## src/rtl/npe_pkg.sv

```systemverilog
// Shared constants and types of the nearest-point polygon editor.
`timescale 1ns / 1ps

package npe_pkg;

  localparam int MAX_POINTS = 64;
  localparam int COORD_BITS = 10;
  localparam int MIN_POLY   = 3;

  localparam int IDX_W    = $clog2(MAX_POINTS);
  localparam int CNT_W    = $clog2(MAX_POINTS + 1);
  localparam int WORD_W   = 2 * COORD_BITS;
  localparam int DIST_W   = 2 * COORD_BITS + 1;
  localparam int ACT_W    = 3;
  localparam int ENTRY_W  = 6;
  localparam int STAT_W   = 2;

  typedef enum logic [ACT_W-1:0] {
    ACT_ADD    = 3'd0,
    ACT_REMOVE = 3'd1,
    ACT_MOVE   = 3'd2,
    ACT_CLEAR  = 3'd3,
    ACT_READ   = 3'd4
  } npe_action_e;

  typedef enum logic [STAT_W-1:0] {
    STAT_DONE  = 2'd0,
    STAT_EMPTY = 2'd1,
    STAT_FULL  = 2'd2,
    STAT_RANGE = 2'd3
  } npe_status_e;

  typedef enum logic [2:0] {
    ST_IDLE,
    ST_SCAN,
    ST_NBR,
    ST_SHIFT_UP,
    ST_SHIFT_DN,
    ST_READ,
    ST_DONE
  } npe_state_e;

  typedef struct packed {
    logic              valid;
    logic [IDX_W-1:0]  idx;
    logic [DIST_W-1:0] dist_sq;
  } npe_dist_t;

endpackage

```

## src/rtl/npe_if.sv

```systemverilog
// Valid/ready channel interfaces for the editor's requests and responses.
`timescale 1ns / 1ps

interface npe_in_if;
  logic                         valid;
  logic                         ready;
  logic [npe_pkg::ACT_W-1:0]      action;
  logic [npe_pkg::COORD_BITS-1:0] x_coord;
  logic [npe_pkg::COORD_BITS-1:0] y_coord;
  logic [npe_pkg::ENTRY_W-1:0]    entry_index;

  modport source (output valid, action, x_coord, y_coord, entry_index, input ready);
  modport sink   (input valid, action, x_coord, y_coord, entry_index, output ready);
endinterface

interface npe_out_if;
  logic                           valid;
  logic                           ready;
  logic [npe_pkg::STAT_W-1:0]     status;
  logic [npe_pkg::IDX_W-1:0]      affected_index;
  logic [npe_pkg::CNT_W-1:0]      point_count;
  logic [npe_pkg::COORD_BITS-1:0] x_out;
  logic [npe_pkg::COORD_BITS-1:0] y_out;

  modport source (output valid, status, affected_index, point_count, x_out, y_out,
                  input ready);
  modport sink   (input valid, status, affected_index, point_count, x_out, y_out,
                  output ready);
endinterface

```

## src/rtl/nearest_point_polygon_editor.sv

```systemverilog
// Nearest-point polygon editor: the vertex list in one RAM, edited by a sequencer.
`timescale 1ns / 1ps

// The block holds a circular list of up to MAX_POINTS vertices in a single
// RAM with one read and one write port, and handles one request at a time.
// Clear, refused requests, unused action codes, reads and adds to a list of
// fewer than three vertices need no scan. Remove, move and the general add
// first scan all n stored vertices through the distance stage; add then
// fetches both neighbours and shifts the entries from the insertion point up
// by one, remove shifts the entries above the deleted vertex down, one entry
// per cycle. A response may wait in the output register while the next
// request is already accepted.
module nearest_point_polygon_editor (
  input  logic      clk_i,
  input  logic      rst_ni,
  npe_in_if.sink    in_i,
  npe_out_if.source out_o
);
  import npe_pkg::*;

  npe_state_e state_q, state_d;

  logic [CNT_W-1:0]      count_q, count_d;
  logic [ACT_W-1:0]      act_q, act_d;
  logic [COORD_BITS-1:0] x_q, x_d, y_q, y_d;
  logic [CNT_W-1:0]      ctr_q, ctr_d;
  logic                  s1_v_q, s1_v_d, s1_wr_q, s1_wr_d;
  logic [IDX_W-1:0]      s1_addr_q, s1_addr_d;
  logic [DIST_W-1:0]     best_q, best_d, dn_q, dn_d;
  logic [IDX_W-1:0]      best_idx_q, best_idx_d;
  logic                  nbr_got_q, nbr_got_d;
  logic [CNT_W-1:0]      pos_q, pos_d;
  npe_status_e           res_status_q, res_status_d;
  logic [IDX_W-1:0]      res_aff_q, res_aff_d;
  logic [COORD_BITS-1:0] res_x_q, res_x_d, res_y_q, res_y_d;

  logic                  out_valid_q, out_valid_d;
  npe_status_e           out_status_q, out_status_d;
  logic [IDX_W-1:0]      out_aff_q, out_aff_d;
  logic [CNT_W-1:0]      out_cnt_q, out_cnt_d;
  logic [COORD_BITS-1:0] out_x_q, out_x_d, out_y_q, out_y_d;

  logic              accept, scan_done, out_free;
  logic              rd_en, wr_en;
  logic [IDX_W-1:0]  rd_addr, wr_addr, nx_idx, pv_idx;
  logic [WORD_W-1:0] wr_data, rd_data;
  logic [CNT_W-1:0]  best_ext, new_pos;
  npe_dist_t         dist_s;

  npe_ram #(
    .WIDTH (WORD_W),
    .DEPTH (MAX_POINTS)
  ) u_store (
    .clk_i     (clk_i),
    .wr_en_i   (wr_en),
    .wr_addr_i (wr_addr),
    .wr_data_i (wr_data),
    .rd_en_i   (rd_en),
    .rd_addr_i (rd_addr),
    .rd_data_o (rd_data)
  );

  npe_dist u_dist (
    .clk_i   (clk_i),
    .rst_ni  (rst_ni),
    .valid_i (s1_v_q),
    .idx_i   (s1_addr_q),
    .word_i  (rd_data),
    .x_i     (x_q),
    .y_i     (y_q),
    .dist_o  (dist_s)
  );

  assign in_i.ready = (state_q == ST_IDLE);
  assign accept     = in_i.valid & in_i.ready;
  assign out_free   = !out_valid_q || out_o.ready;

  // The scan is over once every vertex was issued and the pipeline has drained.
  assign scan_done = (ctr_q == count_q) && !s1_v_q && !dist_s.valid;

  assign best_ext = CNT_W'(best_idx_q);
  assign nx_idx   = (best_ext + CNT_W'(1) == count_q) ? '0 : IDX_W'(best_ext + CNT_W'(1));
  assign pv_idx   = (best_idx_q == '0) ? IDX_W'(count_q - CNT_W'(1)) : best_idx_q - IDX_W'(1);
  assign new_pos  = (dn_q < dist_s.dist_sq) ? best_ext + CNT_W'(1) : best_ext;

  // Next state.
  always_comb begin
    state_d = state_q;
    case (state_q)
      ST_IDLE: begin
        if (accept) begin
          case (in_i.action)
            ACT_ADD: begin
              if (count_q >= CNT_W'(MAX_POINTS) || count_q < CNT_W'(MIN_POLY)) begin
                state_d = ST_DONE;
              end else begin
                state_d = ST_SCAN;
              end
            end
            ACT_REMOVE, ACT_MOVE: begin
              state_d = (count_q == '0) ? ST_DONE : ST_SCAN;
            end
            ACT_READ: begin
              if (count_q == '0 || CNT_W'(in_i.entry_index) >= count_q) begin
                state_d = ST_DONE;
              end else begin
                state_d = ST_READ;
              end
            end
            default: state_d = ST_DONE;
          endcase
        end
      end
      ST_SCAN: begin
        if (scan_done) begin
          case (act_q)
            ACT_ADD:    state_d = ST_NBR;
            ACT_REMOVE: state_d = ST_SHIFT_DN;
            default:    state_d = ST_DONE;
          endcase
        end
      end
      ST_NBR: begin
        if (dist_s.valid && nbr_got_q) begin
          state_d = ST_SHIFT_UP;
        end
      end
      ST_SHIFT_UP: begin
        if (ctr_q == pos_q && !s1_wr_q) begin
          state_d = ST_DONE;
        end
      end
      ST_SHIFT_DN: begin
        if (ctr_q == count_q && !s1_wr_q) begin
          state_d = ST_DONE;
        end
      end
      ST_READ: state_d = ST_DONE;
      ST_DONE: begin
        if (out_free) begin
          state_d = ST_IDLE;
        end
      end
      default: state_d = ST_IDLE;
    endcase
  end

  // Datapath control, memory ports and result.
  always_comb begin
    count_d      = count_q;
    act_d        = act_q;
    x_d          = x_q;
    y_d          = y_q;
    ctr_d        = ctr_q;
    s1_v_d       = 1'b0;
    s1_wr_d      = 1'b0;
    s1_addr_d    = s1_addr_q;
    best_d       = best_q;
    best_idx_d   = best_idx_q;
    dn_d         = dn_q;
    nbr_got_d    = nbr_got_q;
    pos_d        = pos_q;
    res_status_d = res_status_q;
    res_aff_d    = res_aff_q;
    res_x_d      = res_x_q;
    res_y_d      = res_y_q;
    rd_en        = 1'b0;
    rd_addr      = '0;
    wr_en        = 1'b0;
    wr_addr      = '0;
    wr_data      = {y_q, x_q};

    out_valid_d  = out_valid_q && !out_o.ready;
    out_status_d = out_status_q;
    out_aff_d    = out_aff_q;
    out_cnt_d    = out_cnt_q;
    out_x_d      = out_x_q;
    out_y_d      = out_y_q;

    case (state_q)
      ST_IDLE: begin
        if (accept) begin
          act_d        = in_i.action;
          x_d          = in_i.x_coord;
          y_d          = in_i.y_coord;
          ctr_d        = '0;
          res_status_d = STAT_DONE;
          res_aff_d    = '0;
          res_x_d      = '0;
          res_y_d      = '0;
          case (in_i.action)
            ACT_ADD: begin
              if (count_q >= CNT_W'(MAX_POINTS)) begin
                res_status_d = STAT_FULL;
              end else if (count_q < CNT_W'(MIN_POLY)) begin
                wr_en     = 1'b1;
                wr_addr   = IDX_W'(count_q);
                wr_data   = {in_i.y_coord, in_i.x_coord};
                res_aff_d = IDX_W'(count_q);
                count_d   = count_q + CNT_W'(1);
              end
            end
            ACT_REMOVE, ACT_MOVE: begin
              if (count_q == '0) begin
                res_status_d = STAT_EMPTY;
              end
            end
            ACT_CLEAR: count_d = '0;
            ACT_READ: begin
              if (count_q == '0) begin
                res_status_d = STAT_EMPTY;
              end else if (CNT_W'(in_i.entry_index) >= count_q) begin
                res_status_d = STAT_RANGE;
              end else begin
                rd_en     = 1'b1;
                rd_addr   = IDX_W'(in_i.entry_index);
                res_aff_d = IDX_W'(in_i.entry_index);
              end
            end
            default: ;
          endcase
        end
      end
      ST_SCAN: begin
        if (ctr_q < count_q) begin
          rd_en     = 1'b1;
          rd_addr   = IDX_W'(ctr_q);
          s1_v_d    = 1'b1;
          s1_addr_d = IDX_W'(ctr_q);
          ctr_d     = ctr_q + CNT_W'(1);
        end
        // Vertex 0 seeds the minimum; later ones replace it only when strictly nearer.
        if (dist_s.valid && (dist_s.idx == '0 || dist_s.dist_sq < best_q)) begin
          best_d     = dist_s.dist_sq;
          best_idx_d = dist_s.idx;
        end
        if (scan_done) begin
          res_aff_d = best_idx_q;
          case (act_q)
            ACT_ADD: begin
              ctr_d     = '0;
              nbr_got_d = 1'b0;
            end
            ACT_REMOVE: ctr_d = best_ext + CNT_W'(1);
            default: begin
              wr_en   = 1'b1;
              wr_addr = best_idx_q;
            end
          endcase
        end
      end
      ST_NBR: begin
        if (ctr_q == '0) begin
          rd_en     = 1'b1;
          rd_addr   = nx_idx;
          s1_v_d    = 1'b1;
          s1_addr_d = nx_idx;
          ctr_d     = CNT_W'(1);
        end else if (ctr_q == CNT_W'(1)) begin
          rd_en     = 1'b1;
          rd_addr   = pv_idx;
          s1_v_d    = 1'b1;
          s1_addr_d = pv_idx;
          ctr_d     = CNT_W'(2);
        end
        // The next neighbour's distance arrives first, the previous one's second.
        if (dist_s.valid) begin
          if (!nbr_got_q) begin
            dn_d      = dist_s.dist_sq;
            nbr_got_d = 1'b1;
          end else begin
            pos_d     = new_pos;
            res_aff_d = IDX_W'(new_pos);
            ctr_d     = count_q;
          end
        end
      end
      ST_SHIFT_UP: begin
        if (s1_wr_q) begin
          wr_en   = 1'b1;
          wr_addr = s1_addr_q;
          wr_data = rd_data;
        end
        if (ctr_q > pos_q) begin
          rd_en     = 1'b1;
          rd_addr   = IDX_W'(ctr_q - CNT_W'(1));
          s1_wr_d   = 1'b1;
          s1_addr_d = IDX_W'(ctr_q);
          ctr_d     = ctr_q - CNT_W'(1);
        end else if (!s1_wr_q) begin
          wr_en   = 1'b1;
          wr_addr = IDX_W'(pos_q);
          count_d = count_q + CNT_W'(1);
        end
      end
      ST_SHIFT_DN: begin
        if (s1_wr_q) begin
          wr_en   = 1'b1;
          wr_addr = s1_addr_q;
          wr_data = rd_data;
        end
        if (ctr_q < count_q) begin
          rd_en     = 1'b1;
          rd_addr   = IDX_W'(ctr_q);
          s1_wr_d   = 1'b1;
          s1_addr_d = IDX_W'(ctr_q - CNT_W'(1));
          ctr_d     = ctr_q + CNT_W'(1);
        end else if (!s1_wr_q) begin
          count_d = count_q - CNT_W'(1);
        end
      end
      ST_READ: begin
        res_x_d = rd_data[COORD_BITS-1:0];
        res_y_d = rd_data[WORD_W-1:COORD_BITS];
      end
      ST_DONE: begin
        if (out_free) begin
          out_valid_d  = 1'b1;
          out_status_d = res_status_q;
          out_aff_d    = res_aff_q;
          out_cnt_d    = count_q;
          out_x_d      = res_x_q;
          out_y_d      = res_y_q;
        end
      end
      default: ;
    endcase
  end

  always_ff @(posedge clk_i or negedge rst_ni) begin
    if (!rst_ni) begin
      state_q     <= ST_IDLE;
      count_q     <= '0;
      ctr_q       <= '0;
      s1_v_q      <= 1'b0;
      s1_wr_q     <= 1'b0;
      nbr_got_q   <= 1'b0;
      out_valid_q <= 1'b0;
    end else begin
      state_q     <= state_d;
      count_q     <= count_d;
      ctr_q       <= ctr_d;
      s1_v_q      <= s1_v_d;
      s1_wr_q     <= s1_wr_d;
      nbr_got_q   <= nbr_got_d;
      out_valid_q <= out_valid_d;
    end
  end

  always_ff @(posedge clk_i) begin
    act_q        <= act_d;
    x_q          <= x_d;
    y_q          <= y_d;
    s1_addr_q    <= s1_addr_d;
    best_q       <= best_d;
    best_idx_q   <= best_idx_d;
    dn_q         <= dn_d;
    pos_q        <= pos_d;
    res_status_q <= res_status_d;
    res_aff_q    <= res_aff_d;
    res_x_q      <= res_x_d;
    res_y_q      <= res_y_d;
    out_status_q <= out_status_d;
    out_aff_q    <= out_aff_d;
    out_cnt_q    <= out_cnt_d;
    out_x_q      <= out_x_d;
    out_y_q      <= out_y_d;
  end

  assign out_o.valid          = out_valid_q;
  assign out_o.status         = out_status_q;
  assign out_o.affected_index = out_aff_q;
  assign out_o.point_count    = out_cnt_q;
  assign out_o.x_out          = out_x_q;
  assign out_o.y_out          = out_y_q;

endmodule

```

## src/rtl/npe_ram.sv

```systemverilog
// Generic single-write, single-read RAM with a registered read port.
`timescale 1ns / 1ps

module npe_ram #(
  parameter int WIDTH = 8,
  parameter int DEPTH = 16
) (
  input  logic                     clk_i,
  input  logic                     wr_en_i,
  input  logic [$clog2(DEPTH)-1:0] wr_addr_i,
  input  logic [WIDTH-1:0]         wr_data_i,
  input  logic                     rd_en_i,
  input  logic [$clog2(DEPTH)-1:0] rd_addr_i,
  output logic [WIDTH-1:0]         rd_data_o
);

  logic [WIDTH-1:0] mem_q [DEPTH];

  always_ff @(posedge clk_i) begin
    if (wr_en_i) begin
      mem_q[wr_addr_i] <= wr_data_i;
    end
    if (rd_en_i) begin
      rd_data_o <= mem_q[rd_addr_i];
    end
  end

endmodule

```

## src/rtl/npe_dist.sv

```systemverilog
// Squared-distance stage: one stored vertex against the request point, registered.
`timescale 1ns / 1ps

module npe_dist (
  input  logic                              clk_i,
  input  logic                              rst_ni,
  input  logic                              valid_i,
  input  logic [npe_pkg::IDX_W-1:0]         idx_i,
  input  logic [npe_pkg::WORD_W-1:0]        word_i,
  input  logic [npe_pkg::COORD_BITS-1:0]    x_i,
  input  logic [npe_pkg::COORD_BITS-1:0]    y_i,
  output npe_pkg::npe_dist_t                dist_o
);
  import npe_pkg::*;

  logic [COORD_BITS-1:0]   px, py, dx, dy;
  logic [2*COORD_BITS-1:0] dx2, dy2;
  logic [DIST_W-1:0]       sum;
  logic                    valid_q;
  logic [IDX_W-1:0]        idx_q;
  logic [DIST_W-1:0]       dist_q;

  always_comb begin
    px  = word_i[COORD_BITS-1:0];
    py  = word_i[WORD_W-1:COORD_BITS];
    dx  = (px > x_i) ? (px - x_i) : (x_i - px);
    dy  = (py > y_i) ? (py - y_i) : (y_i - py);
    dx2 = dx * dx;
    dy2 = dy * dy;
    sum = DIST_W'(dx2) + DIST_W'(dy2);
  end

  always_ff @(posedge clk_i or negedge rst_ni) begin
    if (!rst_ni) begin
      valid_q <= 1'b0;
    end else begin
      valid_q <= valid_i;
    end
  end

  always_ff @(posedge clk_i) begin
    idx_q  <= idx_i;
    dist_q <= sum;
  end

  assign dist_o = '{valid: valid_q, idx: idx_q, dist_sq: dist_q};

endmodule

```

## src/flat_wrapper.sv

```systemverilog
// flat-port wrapper written by rule: the top's interface ports become plain ports
module nearest_point_polygon_editor_flat import npe_pkg::*;
  (clk_i, rst_ni, in_i_valid, in_i_action, in_i_x_coord, in_i_y_coord, in_i_entry_index, in_i_ready, out_o_valid, out_o_status, out_o_affected_index, out_o_point_count, out_o_x_out, out_o_y_out, out_o_ready);
  npe_in_if in_i_i ();
  npe_out_if out_o_i ();
  input  logic clk_i;
  input  logic rst_ni;
  input wire logic [$bits(in_i_i.valid)-1:0] in_i_valid;
  input wire logic [$bits(in_i_i.action)-1:0] in_i_action;
  input wire logic [$bits(in_i_i.x_coord)-1:0] in_i_x_coord;
  input wire logic [$bits(in_i_i.y_coord)-1:0] in_i_y_coord;
  input wire logic [$bits(in_i_i.entry_index)-1:0] in_i_entry_index;
  output wire logic [$bits(in_i_i.ready)-1:0] in_i_ready;
  output wire logic [$bits(out_o_i.valid)-1:0] out_o_valid;
  output wire logic [$bits(out_o_i.status)-1:0] out_o_status;
  output wire logic [$bits(out_o_i.affected_index)-1:0] out_o_affected_index;
  output wire logic [$bits(out_o_i.point_count)-1:0] out_o_point_count;
  output wire logic [$bits(out_o_i.x_out)-1:0] out_o_x_out;
  output wire logic [$bits(out_o_i.y_out)-1:0] out_o_y_out;
  input wire logic [$bits(out_o_i.ready)-1:0] out_o_ready;
  assign in_i_i.valid = in_i_valid;
  assign in_i_i.action = in_i_action;
  assign in_i_i.x_coord = in_i_x_coord;
  assign in_i_i.y_coord = in_i_y_coord;
  assign in_i_i.entry_index = in_i_entry_index;
  assign in_i_ready = in_i_i.ready;
  assign out_o_valid = out_o_i.valid;
  assign out_o_status = out_o_i.status;
  assign out_o_affected_index = out_o_i.affected_index;
  assign out_o_point_count = out_o_i.point_count;
  assign out_o_x_out = out_o_i.x_out;
  assign out_o_y_out = out_o_i.y_out;
  assign out_o_i.ready = out_o_ready;
  nearest_point_polygon_editor u_core (.clk_i(clk_i), .rst_ni(rst_ni), .in_i(in_i_i), .out_o(out_o_i));
endmodule
```

## config.mk

```make
export PLATFORM = sky130hd
export DESIGN_NAME = nearest_point_polygon_editor_flat
export DESIGN_NICKNAME = d
export VERILOG_FILES = /design/src/rtl/npe_pkg.sv /design/src/rtl/npe_if.sv /design/src/rtl/nearest_point_polygon_editor.sv /design/src/rtl/npe_ram.sv /design/src/rtl/npe_dist.sv /design/src/flat_wrapper.sv
export SDC_FILE = /design/constraint.sdc
export NUM_CORES = 2
export LEC_CHECK = 0
export BUFFER_PORTS_ARGS = -buffer_cell sky130_fd_sc_hd__buf_2
export CAP_MARGIN = 15
export CELL_PAD_IN_SITES_DETAIL_PLACEMENT = 0
export CELL_PAD_IN_SITES_GLOBAL_PLACEMENT = 1
export CORE_ASPECT_RATIO = 0.6
export CORE_MARGIN = 3
export CORE_UTILIZATION = 42
export DETAILED_ROUTE_END_ITERATION = 10
export HOLD_SLACK_MARGIN = 0.02
export PLACE_DENSITY_LB_ADDON = 0.1
export SLEW_MARGIN = 20
export SYNTH_ARGS = -nofsm -noshare
export SYNTH_HDL_FRONTEND = slang
export SYNTH_SLANG_ARGS = --single-unit
export TNS_END_PERCENT = 30
```

## constraint.sdc

```tcl
create_clock -name clk_i -period 11.7 [get_ports clk_i]
set_clock_uncertainty 0.15 [all_clocks]
set_input_delay 2.34 -clock clk_i [delete_from_list [all_inputs] [get_ports clk_i]]
set_output_delay 2.34 -clock clk_i [all_outputs]
set_load 0.01 [all_outputs]
```

==> flow_metrics.env <==
export IMPL_cp_max_fo=12
export IMPL_route_detailed_drc=0
export IMPL_setup_viol=0
export IMPL_layout_setup_ws_ns=2.49
export IMPL_finalHoldViolations=0
export IMPL_cts_tree="built"
export IMPL_grt_total_usage_pct=23.9
export IMPL_tns_ns=0
export IMPL_yosys_most_used_dff="edfxtp_1"
export IMPL_htree_levels=4
export IMPL_synth_seq_cells=1496
export IMPL_cts_setup_buffers=0
export IMPL_worstHoldPathCells=0
export IMPL_root_buffer="clkbuf_16"
export IMPL_synth_most_common_cell="edfxtp_1"
export IMPL_grt_pass1_wl_um=283000
export IMPL_ant_nets=0
export IMPL_rows=112
export IMPL_postSynthAreaPerCell_sq_um=15.4
export IMPL_r2r_cells=31
export IMPL_hp_class="flop to flop"
export IMPL_end_kind="flop"
export IMPL_fin_crit_ns=9.21
export IMPL_clk_pin_slew_ns=0.08
export IMPL_gr_usage_met1_pct=39.8
export IMPL_slowest_delay_ns=0.66
export IMPL_post_drt_wl_per_cell_um=29.4
export IMPL_first_pass_iters=8
export IMPL_dpl_hpwl_um=125000
export IMPL_die_width_um=522
export IMPL_multi_input_area_sq_mm=0.0208
export IMPL_cts_max_path_buffers=3
export IMPL_gr_usage_met3_pct=6.55
export IMPL_die_h_um=316
export IMPL_vias=39368
export IMPL_synth_top_cell_by_area="edfxtp_1"
export IMPL_r2r_slack_ns=2.49
export IMPL_core_sq_mm=0.157
export IMPL_grt_max_degree=152
export IMPL_syn_cell_area_sq_mm=0.0672
export IMPL_timing_rr_start="u_core.u_store.rd_data_o[0]"
export IMPL_synth_top_area_share_pct=64.7
export IMPL_clock_latency_ns=0.80
export IMPL_grt_overflow_total=0
export IMPL_crit_type="flop to flop"
export IMPL_cts_made_buffers=144
export IMPL_ctsResizeCount=0
export IMPL_drtIter0Drc=4617
export IMPL_wirelength_um=198000
export IMPL_netlist_cell_type_count=95
export IMPL_dp_slack_ns=2.50
export IMPL_cts_hold_buf=0
export IMPL_max_freq_ghz=0.109
export IMPL_ys_top_cells_by_count="edfxtp_1 (1447), nand2_1 (313), inv_1 (292)"
export IMPL_die_area_sq_mm=0.165
export IMPL_critical_path_top_delay_family="adder cells"
export IMPL_fin_crit_sh_pct=78.7
export IMPL_start_util_pct=42.8
export IMPL_via_per_inst=5.84
export IMPL_outcome="complete, no violations"
export IMPL_syn_inst=4371
export IMPL_setup_worst_path_start_class="flop"
export IMPL_io_buffers=69
export IMPL_yosysWarnings=0
export IMPL_seqCellArea_sq_mm=0.0445
export IMPL_holdCritStartpoint="u_core.s1_v_q"
export IMPL_required_ns=12.23
export IMPL_cpMaxStageDelayCell="a311oi_2"
export IMPL_antenna_found_initial=12
export IMPL_relSlewSlack_pct=12.6
export IMPL_nets=4876
export IMPL_gp_congestion=0.876
export IMPL_worst_path_stages=31
export IMPL_synthesis_nets=4731
export IMPL_crit_arrival_ns=9.74
export IMPL_r2r_end="u_core.u_dist.dist_q[20]"
export IMPL_crit_buf_inv=6
export IMPL_maxCapViolations=0
export IMPL_path_common_cell="fa_1"
export IMPL_tightest_slew_ns=1.31
export IMPL_report_final_slew_viol_count=0
export IMPL_min_to="u_core.u_dist.valid_q"
export IMPL_ys_top_cells_by_area="edfxtp_1 (65%), mux4_2 (5.4%), fa_1 (4.0%), ha_1 (3.6%), mux2i_1 (2.6%)"
export IMPL_io_pin_count=70
export IMPL_syn2layout_area_growth_pct=12.2
export IMPL_synth_edf_count=1447
export IMPL_fillers=13417
export IMPL_drive_gt1_share_pct=15.7
export IMPL_ys_async_sr_fraction_pct=1.47
export IMPL_grt_pass1_vias=37071
export IMPL_rsz0062_at_grt="no"
export IMPL_top_usage_layer="met1"
export IMPL_cts_sinks=1496
export IMPL_critPathLaunch="u_core.u_store.rd_data_o[0]"
export IMPL_met2_usage_pct=30.8
export IMPL_synth_seq_area_share_pct=66.3
-- flip-flops by register name (all words and copies together), names as in the netlist, 20 cells and up --
register and cells:
u_core.u_store.rd_data_o 20, u_core.u_store.mem_q 1280, u_core.best_q 21, u_core.u_dist.dist_q 21, u_core.dn_q 21
-- worst reg2reg max path: cells and delay by family (launching register included) --
family                     cells  cell delay (ns)
AOI/OAI and AO/OA             10             2.86
muxes                          1             0.19
xor gates and xnor gates       1             0.07
DFF                            1             0.42
adders and majority gates     10             4.30
buffers and inverters          6             0.53
and+or+nand+nor                3             0.60
-- layout by cell type, fill, tap and decap left out, types with 10 or more instances in the layout --
master	n
dfrtp_1	22
a21o_1	35
and2_1	18
buf_2	70
nand4_1	75
nand2_1	292
buf_4	147
mux2_2	10
or3_1	17
a221oi_1	165
dfxtp_1	27
edfxtp_1	1447
nor4_1	44
mux2i_1	177
inv_1	292
nor2_4	13
nor2b_1	17
nand2b_1	22
nor3_1	30
mux4_2	160
nand3_1	96
o211ai_1	10
ha_1	192
nor2_1	126
a21oi_1	234
o21ai_0	55
a31oi_1	13
clkinv_1	30
fa_1	135
a22o_1	23
clkbuf_1	35
xnor2_1	48
xor2_1	20
nand2_2	21
clkinv_2	22
a22oi_1	27
nor2_2	56
and3_1	34
a2111oi_0	21
clkbuf_16	148
-- layer usage --
| metal | share of wire (%) | vias to the layer above |
|---|---|---|
| li1 | - | 17154 |
| met1 | 50 | 20350 |
| met2 | 39 | 1683 |
| met3 | 10 | 177 |
| met4 | 1.3 | 4 |
| met5 | 0.014 | - |
-- cells by family (layout without fill, tap and decap cells) --
logic type	Yosys count	after routing	synth area share [%]
AOI/OAI and AO/OA	692	692	7.20
xor gates and xnor gates	70	70	0.933
adders and majority gates	327	327	7.60
buffers and inverters	525	787	3.24
DFF	1496	1496	66.3
muxes	348	348	8.19
other	0	4	0
and+or+nand+nor	913	913	6.54
-- stage by stage --
stage | cell area (sq um) | utilization [%] | hold slack (ns) | cells
after global placement | 70700 | 45.0 | 0.211 | 6473
after floorplan | 67200 | - | 0.198 | 4371
after detailed placement | 70700 | 45.0 | 0.211 | 6474
after CTS | 75300 | 47.9 | 0.228 | 6737
after global routing | 75400 | 48.0 | 0.242 | 6742
final | 75400 | 48.0 | 0.228 | 6746
-- worst max path at each step --
stage	endpoint	slack, ns
final	u_core.u_dist.dist_q[20]	2.49
after global routing	u_core.u_dist.dist_q[20]	1.89
after CTS	u_core.u_dist.dist_q[20]	2.45
after detailed placement	u_core.u_dist.dist_q[20]	2.50
after global placement	u_core.u_dist.dist_q[20]	2.67
after floorplan	u_core.u_dist.dist_q[20]	3.36
-- cell type report --
class,instances,area share [%]
Antenna cell,4,0.0133
Clock buffer,184,5.11
Clock inverter,79,1.02
Inverter,296,1.47
Multi-Input combinational cell,2350,27.7
Sequential cell,1496,59.1
Tap cell,2109,3.50
Timing Repair Buffer,228,2.14
Power is left out: the tool's default activity adds up to more than one toggle a clock period on the data nets, which glitch-free logic cannot reach.
